<file path="src/i2cms_pkg.sv">
`timescale 1ns / 1ps
`default_nettype none

package i2cms_pkg;

    localparam int BITS_PER_BYTE = 8;
    localparam int CNT_W         = $clog2(BITS_PER_BYTE);
    localparam int CMD_W         = 3;

    typedef enum logic [CMD_W-1:0] {
        CMD_START     = 3'd0,
        CMD_STOP      = 3'd1,
        CMD_SEND_BYTE = 3'd2,
        CMD_RECV_BYTE = 3'd3,
        CMD_SEND_ACK  = 3'd4,
        CMD_RECV_ACK  = 3'd5
    } t_cmd;

    typedef enum logic [3:0] {
        ST_IDLE,
        ST_START_SDA_HI,
        ST_START_SCL_HI,
        ST_START_SDA_LO,
        ST_START_SCL_LO,
        ST_STOP_SDA_LO,
        ST_STOP_SCL_HI,
        ST_STOP_SDA_HI,
        ST_BIT_SDA,
        ST_BIT_SCL_HI,
        ST_BIT_SAMPLE,
        ST_BIT_SCL_LO
    } t_state;

    typedef enum logic [1:0] {
        SDA_ONE,
        SDA_ZERO,
        SDA_TX,
        SDA_ACK
    } t_sda_sel;

    // Controller to datapath.
    typedef struct packed {
        logic     load;
        logic     ack_cmd;
        logic     emit;
        logic     set_scl;
        logic     scl_val;
        logic     set_sda;
        t_sda_sel sda_sel;
        logic     sample;
        logic     last;
        logic     shift_bit;
        logic     show_rx;
        logic     show_ack;
    } t_dp_ctl;

    // Datapath to controller.
    typedef struct packed {
        logic out_free;
        logic bit_last;
    } t_dp_stat;

endpackage

`default_nettype wire

</file>
<file path="src/i2cms_ctrl.sv">
`timescale 1ns / 1ps
`default_nettype none

module i2cms_ctrl (
    input  wire logic                       i_clk,
    input  wire logic                       i_rst_n,
    input  wire logic                       i_in_valid,
    input  wire logic [i2cms_pkg::CMD_W-1:0] i_command,
    output logic                            o_in_ready,
    input  wire i2cms_pkg::t_dp_stat        i_stat,
    output i2cms_pkg::t_dp_ctl              o_ctl
);

    i2cms_pkg::t_state r_state, n_state;
    i2cms_pkg::t_cmd   r_cmd, n_cmd;
    i2cms_pkg::t_cmd   in_cmd;
    logic              accept;
    logic              step_ok;

    assign in_cmd     = i2cms_pkg::t_cmd'(i_command);
    assign o_in_ready = (r_state == i2cms_pkg::ST_IDLE);
    assign accept     = i_in_valid && o_in_ready;
    assign step_ok    = i_stat.out_free;

    always_ff @(posedge i_clk) begin
        if (!i_rst_n) begin
            r_state <= i2cms_pkg::ST_IDLE;
            r_cmd   <= i2cms_pkg::CMD_START;
        end else begin
            r_state <= n_state;
            r_cmd   <= n_cmd;
        end
    end

    // Next state
    always_comb begin
        n_state = r_state;
        n_cmd   = r_cmd;
        unique case (r_state)
            i2cms_pkg::ST_IDLE: begin
                if (accept) begin
                    n_cmd = in_cmd;
                    unique case (in_cmd)
                        i2cms_pkg::CMD_START:     n_state = i2cms_pkg::ST_START_SDA_HI;
                        i2cms_pkg::CMD_STOP:      n_state = i2cms_pkg::ST_STOP_SDA_LO;
                        i2cms_pkg::CMD_SEND_BYTE,
                        i2cms_pkg::CMD_RECV_BYTE,
                        i2cms_pkg::CMD_SEND_ACK,
                        i2cms_pkg::CMD_RECV_ACK:  n_state = i2cms_pkg::ST_BIT_SDA;
                        default: begin
                            n_state = i2cms_pkg::ST_IDLE;
                            n_cmd   = r_cmd;
                        end
                    endcase
                end
            end
            i2cms_pkg::ST_START_SDA_HI: if (step_ok) n_state = i2cms_pkg::ST_START_SCL_HI;
            i2cms_pkg::ST_START_SCL_HI: if (step_ok) n_state = i2cms_pkg::ST_START_SDA_LO;
            i2cms_pkg::ST_START_SDA_LO: if (step_ok) n_state = i2cms_pkg::ST_START_SCL_LO;
            i2cms_pkg::ST_START_SCL_LO: if (step_ok) n_state = i2cms_pkg::ST_IDLE;
            i2cms_pkg::ST_STOP_SDA_LO:  if (step_ok) n_state = i2cms_pkg::ST_STOP_SCL_HI;
            i2cms_pkg::ST_STOP_SCL_HI:  if (step_ok) n_state = i2cms_pkg::ST_STOP_SDA_HI;
            i2cms_pkg::ST_STOP_SDA_HI:  if (step_ok) n_state = i2cms_pkg::ST_IDLE;
            i2cms_pkg::ST_BIT_SDA:      if (step_ok) n_state = i2cms_pkg::ST_BIT_SCL_HI;
            i2cms_pkg::ST_BIT_SCL_HI: begin
                if (step_ok) begin
                    if (r_cmd == i2cms_pkg::CMD_RECV_BYTE || r_cmd == i2cms_pkg::CMD_RECV_ACK)
                        n_state = i2cms_pkg::ST_BIT_SAMPLE;
                    else
                        n_state = i2cms_pkg::ST_BIT_SCL_LO;
                end
            end
            i2cms_pkg::ST_BIT_SAMPLE:   if (step_ok) n_state = i2cms_pkg::ST_BIT_SCL_LO;
            i2cms_pkg::ST_BIT_SCL_LO: begin
                if (step_ok) begin
                    if (i_stat.bit_last)
                        n_state = i2cms_pkg::ST_IDLE;
                    else if (r_cmd == i2cms_pkg::CMD_RECV_BYTE)
                        n_state = i2cms_pkg::ST_BIT_SCL_HI;
                    else
                        n_state = i2cms_pkg::ST_BIT_SDA;
                end
            end
            default: n_state = i2cms_pkg::ST_IDLE;
        endcase
    end

    // Datapath commands
    always_comb begin
        o_ctl         = '0;
        o_ctl.sda_sel = i2cms_pkg::SDA_ONE;
        o_ctl.load    = accept;
        o_ctl.ack_cmd = (in_cmd == i2cms_pkg::CMD_SEND_ACK) ||
                        (in_cmd == i2cms_pkg::CMD_RECV_ACK);
        unique case (r_state)
            i2cms_pkg::ST_IDLE: ;
            i2cms_pkg::ST_START_SDA_HI: begin
                o_ctl.set_sda = 1'b1;
            end
            i2cms_pkg::ST_START_SCL_HI,
            i2cms_pkg::ST_STOP_SCL_HI,
            i2cms_pkg::ST_BIT_SCL_HI: begin
                o_ctl.set_scl = 1'b1;
                o_ctl.scl_val = 1'b1;
            end
            i2cms_pkg::ST_START_SDA_LO,
            i2cms_pkg::ST_STOP_SDA_LO: begin
                o_ctl.set_sda = 1'b1;
                o_ctl.sda_sel = i2cms_pkg::SDA_ZERO;
            end
            i2cms_pkg::ST_START_SCL_LO: begin
                o_ctl.set_scl = 1'b1;
                o_ctl.last    = 1'b1;
            end
            i2cms_pkg::ST_STOP_SDA_HI: begin
                o_ctl.set_sda = 1'b1;
                o_ctl.last    = 1'b1;
            end
            i2cms_pkg::ST_BIT_SDA: begin
                o_ctl.set_sda = 1'b1;
                if (r_cmd == i2cms_pkg::CMD_SEND_BYTE)
                    o_ctl.sda_sel = i2cms_pkg::SDA_TX;
                else if (r_cmd == i2cms_pkg::CMD_SEND_ACK)
                    o_ctl.sda_sel = i2cms_pkg::SDA_ACK;
            end
            i2cms_pkg::ST_BIT_SAMPLE: begin
                o_ctl.sample = 1'b1;
            end
            i2cms_pkg::ST_BIT_SCL_LO: begin
                o_ctl.set_scl   = 1'b1;
                o_ctl.last      = i_stat.bit_last;
                o_ctl.shift_bit = 1'b1;
                o_ctl.show_rx   = i_stat.bit_last && (r_cmd == i2cms_pkg::CMD_RECV_BYTE);
                o_ctl.show_ack  = i_stat.bit_last && (r_cmd == i2cms_pkg::CMD_RECV_ACK);
            end
            default: ;
        endcase
        o_ctl.emit = step_ok && (r_state != i2cms_pkg::ST_IDLE);
        if (!o_ctl.emit) begin
            o_ctl.set_scl   = 1'b0;
            o_ctl.set_sda   = 1'b0;
            o_ctl.sample    = 1'b0;
            o_ctl.shift_bit = 1'b0;
        end
    end

endmodule

`default_nettype wire

</file>
<file path="src/i2cms_dpath.sv">
`timescale 1ns / 1ps
`default_nettype none

module i2cms_dpath (
    input  wire logic                               i_clk,
    input  wire logic                               i_rst_n,
    input  wire i2cms_pkg::t_dp_ctl                 i_ctl,
    output i2cms_pkg::t_dp_stat                     o_stat,
    input  wire logic [i2cms_pkg::BITS_PER_BYTE-1:0] i_tx_byte,
    input  wire logic                               i_ack_level,
    input  wire logic [i2cms_pkg::BITS_PER_BYTE-1:0] i_sda_samples,
    input  wire logic                               i_out_ready,
    output logic                                    o_out_valid,
    output logic                                    o_scl_level,
    output logic                                    o_sda_level,
    output logic                                    o_sample_phase,
    output logic                                    o_last_phase,
    output logic [i2cms_pkg::BITS_PER_BYTE-1:0]     o_rx_byte,
    output logic                                    o_ack_seen
);

    localparam int BW = i2cms_pkg::BITS_PER_BYTE;
    localparam int CW = i2cms_pkg::CNT_W;

    logic          r_scl, r_sda;
    logic          n_scl, n_sda;
    logic [BW-1:0] r_tx, r_smp, r_rx;
    logic          r_ack_lvl, r_ack_smp;
    logic [CW-1:0] r_cnt;
    logic          r_out_valid;
    logic          r_o_scl, r_o_sda, r_o_samp, r_o_last, r_o_ack;
    logic [BW-1:0] r_o_rx;

    assign o_stat.out_free = !r_out_valid || i_out_ready;
    assign o_stat.bit_last = (r_cnt == CW'(BW - 1));

    always_comb begin
        n_scl = i_ctl.set_scl ? i_ctl.scl_val : r_scl;
        n_sda = r_sda;
        if (i_ctl.set_sda) begin
            case (i_ctl.sda_sel)
                i2cms_pkg::SDA_ONE:  n_sda = 1'b1;
                i2cms_pkg::SDA_ZERO: n_sda = 1'b0;
                i2cms_pkg::SDA_TX:   n_sda = r_tx[BW-1];
                i2cms_pkg::SDA_ACK:  n_sda = r_ack_lvl;
                default:             n_sda = r_sda;
            endcase
        end
    end

    // Control state: bus lines, bit counter, output valid.
    always_ff @(posedge i_clk) begin
        if (!i_rst_n) begin
            r_scl       <= 1'b1;
            r_sda       <= 1'b1;
            r_cnt       <= '0;
            r_out_valid <= 1'b0;
        end else begin
            r_scl <= n_scl;
            r_sda <= n_sda;
            if (i_ctl.load)
                r_cnt <= i_ctl.ack_cmd ? CW'(BW - 1) : '0;
            else if (i_ctl.shift_bit && !o_stat.bit_last)
                r_cnt <= r_cnt + 1'b1;
            if (i_ctl.emit)
                r_out_valid <= 1'b1;
            else if (i_out_ready)
                r_out_valid <= 1'b0;
        end
    end

    // Payload: operand shifters and the output word.
    always_ff @(posedge i_clk) begin
        if (i_ctl.load) begin
            r_tx      <= i_tx_byte;
            r_smp     <= i_sda_samples;
            r_ack_lvl <= i_ack_level;
            r_ack_smp <= i_sda_samples[0];
        end else begin
            if (i_ctl.shift_bit)
                r_tx <= {r_tx[BW-2:0], 1'b0};
            if (i_ctl.sample) begin
                r_smp <= {r_smp[BW-2:0], 1'b0};
                r_rx  <= {r_rx[BW-2:0], r_smp[BW-1]};
            end
        end
        if (i_ctl.emit) begin
            r_o_scl  <= n_scl;
            r_o_sda  <= n_sda;
            r_o_samp <= i_ctl.sample;
            r_o_last <= i_ctl.last;
            r_o_rx   <= i_ctl.show_rx ? r_rx : '0;
            r_o_ack  <= i_ctl.show_ack && r_ack_smp;
        end
    end

    assign o_out_valid    = r_out_valid;
    assign o_scl_level    = r_o_scl;
    assign o_sda_level    = r_o_sda;
    assign o_sample_phase = r_o_samp;
    assign o_last_phase   = r_o_last;
    assign o_rx_byte      = r_o_rx;
    assign o_ack_seen     = r_o_ack;

endmodule

`default_nettype wire

</file>
<file path="src/i2c_master_bit_sequencer.sv">
// Order: the first phase word of a command is registered from the first phase state,
// which the controller enters from idle when it accepts the command; one phase word
// follows per cycle while the output is not stalled. A command is taken only in idle,
// so none is taken while the phase run of the previous one is under way; an undefined
// command is dropped and the block stays ready. A new command is taken the
// cycle after the last phase of the previous one is registered. Reset releases both lines.
`timescale 1ns / 1ps
`default_nettype none

module i2c_master_bit_sequencer (
    input  wire logic        i_clk,
    input  wire logic        i_rst_n,
    // Command input.
    input  wire logic        s_axis_tvalid,
    output logic             s_axis_tready,
    // tdata: [7:0] tx_byte, [8] ack_level, [16:9] sda_samples, [23:17] zero.
    input  wire logic [23:0] s_axis_tdata,
    // tuser: [2:0] command.
    input  wire logic [2:0]  s_axis_tuser,
    // Phase output.
    output logic             m_axis_tvalid,
    input  wire logic        m_axis_tready,
    // tdata: [0] scl_level, [1] sda_level, [9:2] rx_byte, [10] ack_seen, [15:11] zero.
    output logic [15:0]      m_axis_tdata,
    // tuser: [0] sample_phase.
    output logic             m_axis_tuser,
    // tlast: last_phase, marks the final phase of a command.
    output logic             m_axis_tlast
);

    localparam int BW = i2cms_pkg::BITS_PER_BYTE;

    i2cms_pkg::t_dp_ctl  ctl;
    i2cms_pkg::t_dp_stat stat;
    logic                scl_level, sda_level, ack_seen;
    logic [BW-1:0]       rx_byte;

    // The controller walks the phase run of each command; the datapath holds the
    // bus line levels, the byte shifters and the output word register.
    i2cms_ctrl u_ctrl (
        .i_clk      (i_clk),
        .i_rst_n    (i_rst_n),
        .i_in_valid (s_axis_tvalid),
        .i_command  (s_axis_tuser),
        .o_in_ready (s_axis_tready),
        .i_stat     (stat),
        .o_ctl      (ctl)
    );

    i2cms_dpath u_dpath (
        .i_clk          (i_clk),
        .i_rst_n        (i_rst_n),
        .i_ctl          (ctl),
        .o_stat         (stat),
        .i_tx_byte      (s_axis_tdata[BW-1:0]),
        .i_ack_level    (s_axis_tdata[BW]),
        .i_sda_samples  (s_axis_tdata[2*BW:BW+1]),
        .i_out_ready    (m_axis_tready),
        .o_out_valid    (m_axis_tvalid),
        .o_scl_level    (scl_level),
        .o_sda_level    (sda_level),
        .o_sample_phase (m_axis_tuser),
        .o_last_phase   (m_axis_tlast),
        .o_rx_byte      (rx_byte),
        .o_ack_seen     (ack_seen)
    );

    assign m_axis_tdata = {5'b0, ack_seen, rx_byte, sda_level, scl_level};

    // A sample phase always happens with SCL released high.
    a_sample_scl_high: assert property (@(posedge i_clk) disable iff (!i_rst_n)
        (m_axis_tvalid && m_axis_tuser) |-> m_axis_tdata[0])
        else $error("sample phase with SCL low");

    // A received ack bit is only reported on the final phase of a command.
    a_ack_on_last: assert property (@(posedge i_clk) disable iff (!i_rst_n)
        (m_axis_tvalid && m_axis_tdata[10]) |-> m_axis_tlast)
        else $error("ack_seen set on a non-final phase");

    // An undefined command is dropped and the sequencer is ready again at once.
    a_bad_cmd_drop: assert property (@(posedge i_clk) disable iff (!i_rst_n)
        (s_axis_tvalid && s_axis_tready && (s_axis_tuser > i2cms_pkg::CMD_RECV_ACK))
        |=> s_axis_tready)
        else $error("undefined command started a phase run");

    // The final phase of every command leaves SCL low, except stop which releases both.
    a_last_levels: assert property (@(posedge i_clk) disable iff (!i_rst_n)
        (m_axis_tvalid && m_axis_tlast && m_axis_tdata[0]) |-> m_axis_tdata[1])
        else $error("final phase with SCL high but SDA low");

endmodule

`default_nettype wire

</file>
<file path="config.mk">
export PLATFORM = sky130hd
export DESIGN_NAME = i2c_master_bit_sequencer
export DESIGN_NICKNAME = d
export VERILOG_FILES = /design/src/i2cms_pkg.sv /design/src/i2cms_ctrl.sv /design/src/i2cms_dpath.sv /design/src/i2c_master_bit_sequencer.sv
export SDC_FILE = /design/constraint.sdc
export NUM_CORES = 1
export LEC_CHECK = 0
export BUFFER_PORTS_ARGS = -buffer_cell sky130_fd_sc_hd__buf_2
export CORE_ASPECT_RATIO = 0.9
export CORE_UTILIZATION = 50
export CTS_CLUSTER_DIAMETER = 40
export DETAILED_ROUTE_END_ITERATION = 7
export GPL_ROUTABILITY_DRIVEN = 0
export PLACE_DENSITY = 0.73
export SYNTH_ARGS = -nofsm -noshare
export SYNTH_HDL_FRONTEND = slang
export SYNTH_HIERARCHICAL = 1
export SYNTH_SLANG_ARGS = --single-unit
</file>
<file path="constraint.sdc">
create_clock -name i_clk -period 2.4 [get_ports i_clk]
set_input_delay 0.24 -clock i_clk [delete_from_list [all_inputs] [get_ports i_clk]]
set_output_delay 0.24 -clock i_clk [all_outputs]
set_load 0.03 [all_outputs]
</file>
==> summary.txt, run 1 <==
Post-synth ARST share = 0%
DR WL met2 = 1837 um
GRT overflow = 0
Post-Place Cell Area = 0.002804 sq mm
final worst path period share = 85.98%
# port buffers = 38
H-tree depth = 2
leakage power = 1.154 nW
layout overhead on the synthesized area = 11.55%
CTS buffer count = 5
hold_ws = 0.1223 ns
CP Launch Type = register
register bit total from synthesis = 52
post-cts sizing count = 0
DRT Pass-1 Iters = 5
Top Ports = 51
worst min path class = in2reg
HPWL Detailed = 2899 um
top sig layer = met4
cell taking the most area after synthesis = edfxtp_1
Final Setup Violations = 0
Routed Antenna Nets = 0
non-filler cells, final = 314
die area = 0.005469 sq mm
Power Density = 1329 mW/mm^2
hold_buf cts = 0
Sw Share = 38.26%
vias per cell = 5.102
MaxCap Viol Count = 0
Worst-Margin Slew = 0.6503 ns
antenna cells = 0
Initial Utilization = 52.57%
row cnt = 24
status = complete, no violations
Post-CTS Setup Bufs = 0
Worst Path Class, Setup = reg2reg
Final min period = 2.063 ns
later-pin clock latency in the skew report = 0.30 ns
EDFF count, synth = 39
largest net degree at the start of global routing = 23
number of DRC markers in iteration 0 = 115
clk slew on worst S/H paths = 0.09 ns
worst path arrival time = 2.19 ns
Synth area leaders = edfxtp_1 (45%), dfxtp_1 (10%), mux2_2 (6.1%)
Ys Warns = 6
CTS sink count = 52
combinational fraction of design power = 44.5%
Die X = 77.85 um
Internal = 2.369 mW
Slew headroom = 56.59%
chip height = 70.26 um
met3 wire len = 202 um
Worst EP required = 2.52 ns
top-area cell type share of the netlist area = 45.24%
dpl ws = 0.4018 ns
Reg2Reg Depth = 7
Mapped Cells = 209
mean cell area of the mapped netlist = 12.39 sq um
vias = 1602
core box area = 0.004925 sq mm
fillers = 420
fin util = 58.64%
power consumption = 3.838 mW
DRC violations left = 0
Post-Route Skew = 0.01127 ns
first-pass GRT wire length = 6741 um
Placed Cells = 306
Storage cell area = 0.001431 sq mm
top cells by count, synth = edfxtp_1 (39), mux2_2 (14), dfxtp_1 (13)
clock share of power = 12.3%
Max Fclk = 0.4846 GHz
post-synthesis instance area = 0.002589 sq mm
initial antenna violation count = 0
multi-input logic area = 988.4 sq um
Hold Path Stages = 1
Final Hold Fails = 0
M1 WL = 1960 um
Total GRT Usage = 15.99%
wire per inst = 12.82 um
Crit. End Element = register
max-slew violations = 0
Synth Flop Type = edfxtp_1
setup_tns = 0 ns
CTS tree = yes
CTS Root Cell = clkbuf_8
cell area after layout = 0.002888 sq mm
Total Nets Final = 285
RSZ-0062 raised after global routing = no
setup ws final = 0.3365 ns
Max clock buf depth = 2
final wirelength = 4026 um
vias in the first global route = 1486
sequential area share after synthesis = 55.29%
crit path max fanout = 16
worst vdd ir = 0.6168 mV
sequential power share = 43.2%
distinct cell type count after synthesis = 53
layout cells sized above 1 = 32.93%
P_sw = 1.468 mW
count leader, synth = edfxtp_1
==> cell type report <==
type                    instances  share of cell area, %
flip-flops and latches         52                  49.57
multi-input cells             131                  34.23
repair buffers                 48                  9.185
well taps                      65                  2.816
clock buffers                   6                  2.513
inverters                      10                  1.300
clock inverters                 2                 0.3899
==> cell families after synthesis <==
family,after synthesis,share of synthesized area [%]
multiplexers,21,8.990
flip-flops,52,55.29
other,1,0.1449
buffers and inverters,30,7.105
XOR/XNOR,3,1.015
adder cells (fa/ha/maj),6,2.900
AND/OR/NAND/NOR,63,15.76
AO/OA/AOI/OAI,33,8.797
==> registers in the layout (all words and copies together), names as in the netlist, 3 cells and up <==
register / cells
u_dpath/r_smp: 8
u_dpath/r_tx: 8
u_ctrl/r_state: 4
u_dpath/r_rx: 8
u_dpath/o_rx_byte: 8
u_dpath/r_cnt: 3
u_ctrl/r_cmd: 3
==> worst paths after layout <==
path	from	to	slack, ns
setup / recovery	u_ctrl/r_state[0]	u_dpath/o_sda_level	0.34
setup reg to reg	u_ctrl/r_state[0]	u_dpath/o_sda_level	0.34
hold / removal	s_axis_tdata[8]	u_dpath/r_ack_lvl	0.12
hold reg to reg	u_dpath/r_smp[7]	u_dpath/r_rx[0]	0.45
==> routing by layer <==
layer | up-vias | GRT usage [%]
met2 | 43 | 25.47
met5 | - | 0
met4 | 0 | 4.403
met3 | 4 | 4.444
met1 | 741 | 21.41
li1 | 814 | -
==> cells in the final DEF, fill, tap and decap left out, drive strengths merged, types with 2 or more instances in the layout <==
master and instances:
a21oi 9, a311oi 2, and2 12, and3 2, buf 48, clkbuf 6, conb 5, dfxtp 13
edfxtp 39, ha 6, inv 10, mux2 15, mux2i 6, nand2 6, nand2b 4, nand3 4
nand3b 2, nor2 12, nor2b 9, nor3 4, nor3b 2, o21ai 6, o21bai 2, o22ai 2
or2 3, xnor2 2
==> power by group through the flow <==
| stage | clock (mW) | sequential [mW] | combinational (mW) |
|---|---|---|---|
| 2_1_floorplan | 0 | 1.77 | 1.30 |
| 3_3_place_gp | 0 | 1.67 | 1.69 |
| 3_5_place_dp | 0 | 1.68 | 1.73 |
| 4_1_cts | 0.486 | 1.66 | 1.73 |
| 5_1_grt | 0.520 | 1.70 | 1.87 |
| 6_report | 0.472 | 1.66 | 1.71 |
==> critical path, cell delays in order, from the launching register on <==
cell	delay (ns)
dfxtp_1	0.75
inv_1	0.17
nor2_1	0.18
a22oi_1	0.11
o22ai_1	0.19
nor2_1	0.07
a221o_1	0.31
o21ai_0	0.10
(Power assumes the default switching activity.)
==> run 2: changes to the inputs <==
Settings changed: CORE_ASPECT_RATIO 0.9 to not set.
==> run 2 against run 1 <==
Net effect: sequential power down 2%; hold slack got worse by 0.021 ns; global-route usage is 0.13 points higher; flip-flop and latch count unchanged; critical path type unchanged; largest power group unchanged.
==> summary.txt, run 2 (synthesis results as in run 1) <==
core box area = 0.004848 sq mm (-1.5%)
CP max stage delay = 0.69 ns (-0.06 ns)
CTS Root Cell = clkbuf_8
Final min period = 1.910 ns (-0.1538 ns)
CP Launch Type = register
Slew headroom = 62.57% (+6.0 points)
worst min path class = in2reg
Die X = 73.96 um (-5.0%)
power consumption = 3.887 mW (+1.3%)
hold_buf cts = 0 (unchanged)
HPWL Detailed = 2913 um (+0.49%)
Hold Crit Start = s_axis_tdata[8]
antenna cells = 0 (unchanged)
worst vdd ir = 0.5215 mV (-15%)
Total Nets Final = 284 (-0.35%)
Reg2Reg Depth = 5 (-2)
largest net degree at the start of global routing = 23 (unchanged)
Post-Route Skew = 0.005520 ns (-0.005748 ns)
Stages on worst setup path = 5 (-2)
Power Density = 1343 mW/mm^2 (+1.0%)
leakage power = 1.157 nW (+0.27%)
commonest non-fill, non-tap cell in the layout = edfxtp_1
Final Setup Violations = 0 (unchanged)
routing usage on met1 = 21.33% (-0.084 points)
GRT overflow = 0 (unchanged)
H-tree depth = 2 (unchanged)
cell area after layout = 0.002895 sq mm (+0.26%)
hold_ws = 0.1018 ns (-0.02055 ns)
most frequent cells in the layout = edfxtp_1 (39), buf_2 (38), mux2_2 (14), dfxtp_1 (13), and2_1 (12)
worst path bufs/invs = 1 (unchanged)
Initial Utilization = 53.39% (+0.83 points)
Worst-Margin Slew = 0.5607 ns (-0.08958 ns)
Worst EP required = 2.59 ns (+0.07 ns)
number of DRC markers in iteration 0 = 121 (+5.2%)
Worst Path Class, Setup = reg2reg
reg2reg start = u_ctrl/r_state[0]
DRC violations left = 0 (unchanged)
Post-Place Cell Area = 0.002799 sq mm (-0.18%)
later-pin clock latency in the skew report = 0.31 ns (about the same)
wire per inst = 13.26 um (+3.4%)
final wirelength = 4178 um (+3.8%)
Most Crowded Layer GR = met2
Hold Crit Endpoint = u_dpath/r_ack_lvl
final worst path period share = 79.57% (-6.4 points)
Post-CTS Setup Bufs = 0 (unchanged)
DRT Pass-1 Iters = 5 (unchanged)
worst path arrival time = 2.09 ns (-0.10 ns)
CTS buffer count = 5 (unchanged)
Top Ports = 51 (unchanged)
crit path max fanout = 12 (-4)
Hold Path Stages = 1 (unchanged)
MaxCap Viol Count = 0 (unchanged)
clk slew on worst S/H paths = 0.10 ns (about the same)
vias per cell = 5.248 (+2.9%)
vias in the first global route = 1426 (-4.0%)
layout cells sized above 1 = 33.47% (+0.54 points)
chip height = 73.96 um (+5.3%)
Max Fclk = 0.5236 GHz (+8.1%)
grt met2 use = 25.66% (+0.19 points)
cell family with most CP delay = simple AND/OR/NAND/NOR gates
row cnt = 25 (+4.2%)
vias = 1653 (+3.2%)
Final Hold Fails = 0 (unchanged)
initial antenna violation count = 0 (unchanged)
Placed Cells = 307 (+0.33%)
Routed Antenna Nets = 0 (unchanged)
Crit. End Element = register
max-slew violations = 0 (unchanged)
setup_tns = 0 ns (unchanged)
crit path launch = u_ctrl/r_state[0]
status = complete, no violations
CTS sink count = 52 (unchanged)
# port buffers = 38 (unchanged)
Total GRT Usage = 16.11% (+0.13 points)
non-filler cells, final = 315 (+0.32%)
first-pass GRT wire length = 6541 um (-3.0%)
Reg2Reg Capture Point = u_dpath/o_rx_byte[5]
RSZ-0062 raised after global routing = no
met3 Resource Use GR = 3.523% (-0.92 points)
Critical Path, Cell by Cell = buf_4 -> and3_2 -> nand3_1 -> nor2_1 -> and2_1
die area = 0.005469 sq mm (about the same)
layout overhead on the synthesized area = 11.84%
Slowest-stage cell, CP = dfxtp_1
post-cts sizing count = 0 (unchanged)
CTS tree = yes
Max clock buf depth = 2 (unchanged)
R2R Setup Slk = 0.49 ns (+0.15 ns)
-- run 2: cell count changes in the layout (fill, tap and decap cells not counted) --
cell,before,now
clkinv_1,1,0
clkinv_4,0,1
clkbuf_1,1,0
buf_4,10,9
inv_8,0,1
-- run 2: how the worst max path moves through the flow --
| stage | endpoint | slack, ns |
|---|---|---|
| floorplan | u_dpath/r_tx[2] | 0.34 |
| global placement | u_dpath/o_rx_byte[2] | 0.53 |
| detailed placement | u_dpath/o_rx_byte[5] | 0.49 |
| CTS | u_dpath/o_rx_byte[5] | 0.47 |
| global route | u_dpath/o_rx_byte[2] | 0.33 |
| finish | u_dpath/o_rx_byte[5] | 0.49 |
-- run 2: where the power goes --
part / internal [mW] / total (mW) / switching [mW]
clock network: 0.214 / 0.517 / 0.302
logic: 0.707 / 1.75 / 1.04
registers: 1.46 / 1.62 / 0.165
-- run 2: metal layers --
layer  wire length, um  vias to the layer above
met5                 0                        -
met4                63                        0
met3               224                        7
met2              1998                       52
met1              1891                      778
li1                  -                      816
-- run 2: worst reg2reg max path: cells and delay by family (launching register included) --
kind	cells	cell delay [ns]
AND/OR/NAND/NOR	4	0.82
buffers and inverters	1	0.28
flip-flops	1	0.69
-- run 2: cell type report --
cell class              count  area (sq um)
well taps                  67         83.83
inverters                  10         37.54
clock inverters             3         27.53
clock buffers               5         68.82
multi-input cells         131         988.4
repair buffers             47         257.7
flip-flops and latches     52          1431
fillers                   409          1953
-- run 2: metrics by stage --
| stage | util, % | worst slack [ns] |
|---|---|---|
| 5_1_grt | 59.72 | 0.3341 |
| 3_3_place_gp | 57.73 | 0.5253 |
| 6_report | 59.72 | 0.4903 |
| 3_5_place_dp | 57.73 | 0.4936 |
| 4_1_cts | 59.72 | 0.4691 |
| 2_1_floorplan | - | 0.3432 |
==> run 3: changes to the inputs <==
Clock period 2.4 ns to 1.8 ns, I/O delays scaled along.
==> run 3 against run 2 <==
Net effect: first-iteration DRC count down 17%; clock-buffer cell count up 1; via count down 1.1%; largest power group unchanged; highest routed layer unchanged.
==> summary.txt, run 3 (synthesis results as in run 1) <==
status = complete, no violations
die area = 0.005469 sq mm (unchanged)
antenna cells = 0 (unchanged)
Final Setup Violations = 0 (unchanged)
Final min period = 1.700 ns (-0.2101 ns)
later-pin clock latency in the skew report = 0.31 ns (about the same)
Critical Path, Cell by Cell = buf_4 -> nand2_1 -> nor2_1 -> nor2b_4 -> mux2i_1 -> a21oi_1
Crit. End Element = register
setup_tns = 0 ns (unchanged)
R2R Setup Slk = 0.10 ns (-0.39 ns)
crit path max fanout = 14 (+2)
Hold Path Stages = 1 (unchanged)
non-filler cells, final = 323 (+2.5%)
H-tree depth = 2 (unchanged)
vias in the first global route = 1495 (+4.8%)
hold_buf cts = 0 (unchanged)
most frequent cells in the layout = edfxtp_1 (39), buf_2 (38), buf_4 (16), and2_1 (12)
first-pass GRT wire length = 7044 um (+7.7%)
worst min path class = in2reg
Reg2Reg Depth = 6 (+1)
Worst Path Class, Setup = reg2reg
MaxCap Viol Count = 0 (unchanged)
CTS tree = yes
vias = 1635 (-1.1%)
CTS sink count = 52 (unchanged)
layout cells sized above 1 = 37.89% (+4.4 points)
leakage power = 1.237 nW (+6.9%)
CTS Root Cell = clkbuf_8
DRC violations left = 0 (unchanged)
Die X = 73.96 um (unchanged)
worst vdd ir = 0.8255 mV (+58%)
Max Fclk = 0.5884 GHz (+12%)
Final Hold Fails = 0 (unchanged)
number of DRC markers in iteration 0 = 101 (-17%)
Placed Cells = 315 (+2.6%)
Top Ports = 51 (unchanged)
Max clock buf depth = 2 (unchanged)
Total Nets Final = 292 (+2.8%)
Initial Utilization = 53.39% (unchanged)
Worst EP required = 2.00 ns (-0.59 ns)
Slowest-stage cell, CP = dfxtp_2
vias per cell = 5.062 (-3.5%)
clk slew on worst S/H paths = 0.10 ns (about the same)
# port buffers = 38 (unchanged)
CP max stage delay = 0.39 ns (-0.30 ns)
wire per inst = 13.49 um (+1.7%)
layout overhead on the synthesized area = 16.29%
Reg2Reg Capture Point = u_dpath/r_cnt[2]
Post-Route Skew = 0.01093 ns (+0.005409 ns)
reg2reg start = u_ctrl/r_state[0]
commonest non-fill, non-tap cell in the layout = edfxtp_1
chip height = 73.96 um (unchanged)
Hold Crit Endpoint = u_dpath/r_ack_lvl
final wirelength = 4356 um (+4.3%)
initial antenna violation count = 0 (unchanged)
Total GRT Usage = 18.10% (+2.0 points)
largest net degree at the start of global routing = 23 (unchanged)
core box area = 0.004848 sq mm (unchanged)
HPWL Detailed = 3099 um (+6.4%)
row cnt = 25 (unchanged)
DRT Pass-1 Iters = 4 (-1)
worst path arrival time = 1.90 ns (-0.19 ns)
Power Density = 1807 mW/mm^2 (+35%)
final worst path period share = 94.42% (+15 points)
CP Launch Type = register
CTS buffer count = 5 (unchanged)
Routed Antenna Nets = 0 (unchanged)
RSZ-0062 raised after global routing = yes
GRT overflow = 0 (unchanged)
Hold Crit Start = s_axis_tdata[8]
max-slew violations = 0 (unchanged)
[run 3: cell types whose count changed in the layout (fill, tap and decap cells not counted), sizes merged]
cell      delta
buf          +8
clkbuf       +1
clkinvlp     -1
[run 3: worst max path at each step]
stage                                 start                  end
final                     u_ctrl/r_state[0]     u_dpath/r_cnt[2]
after CTS                 u_ctrl/r_state[0]     u_dpath/r_cnt[2]
after detailed placement  u_ctrl/r_state[0]     u_dpath/r_cnt[2]
after global routing      u_ctrl/r_state[2]  u_dpath/o_sda_level
after floorplan           u_ctrl/r_state[0]     u_dpath/r_smp[1]
after global placement    u_ctrl/r_state[3]      u_dpath/r_rx[3]
[run 3: where the power goes]
| part | switching (mW) | internal (mW) |
|---|---|---|
| sequential | 0.227 | 1.95 |
| clock | 0.386 | 0.278 |
| combinational | 1.45 | 1.14 |
[run 3: critical path: cells and delay by family, from the launching register on]
| kind | cells | cell delay [ns] |
|---|---|---|
| mux | 1 | 0.22 |
| simple gates | 3 | 0.65 |
| compound gates | 1 | 0.08 |
| flops | 1 | 0.39 |
| buf+inv | 1 | 0.23 |
[run 3: area by class of cell]
type | instances | area [sq um]
Clock buffer | 6 | 72.57
Clock inverter | 2 | 13.76
Fill cell | 387 | 1838
Inverter | 10 | 37.54
Multi-Input combinational cell | 131 | 1033
Sequential cell | 52 | 1439
Tap cell | 67 | 83.83
Timing Repair Buffer | 55 | 330.3
[run 3: metrics by stage]
| stage | setup WS, ns | instance area [sq um] | total power [mW] | utilization [%] | hold WS, ns |
|---|---|---|---|---|---|
| 6_report | 0.1004 | 3010 | 5.440 | 62.09 | 0.04534 |
| 5_1_grt | -0.01589 | 3010 | 5.801 | 62.09 | 0.02578 |
| 2_1_floorplan | -0.2252 | 2659 | 4.253 | - | 0.2788 |
| 4_1_cts | 0.04036 | 2992 | 5.448 | 61.70 | 0.03322 |
| 3_3_place_gp | 0.07938 | 2905 | 4.715 | 59.92 | 0.3597 |
| 3_5_place_dp | 0.05941 | 2905 | 4.791 | 59.92 | 0.3588 |
[run 3: what timing repair did]
action                     in CTS  in global routing
resized for setup               0                  8
setup endpoints to repair       0                 42
buffers inserted                0                  0
[run 3: per-layer routing]
layer	track usage, %	part of all wire (%)
met2	29.19	49
met3	5.149	4.7
met4	7.051	1.6
met1	23.21	45
met5	0	0
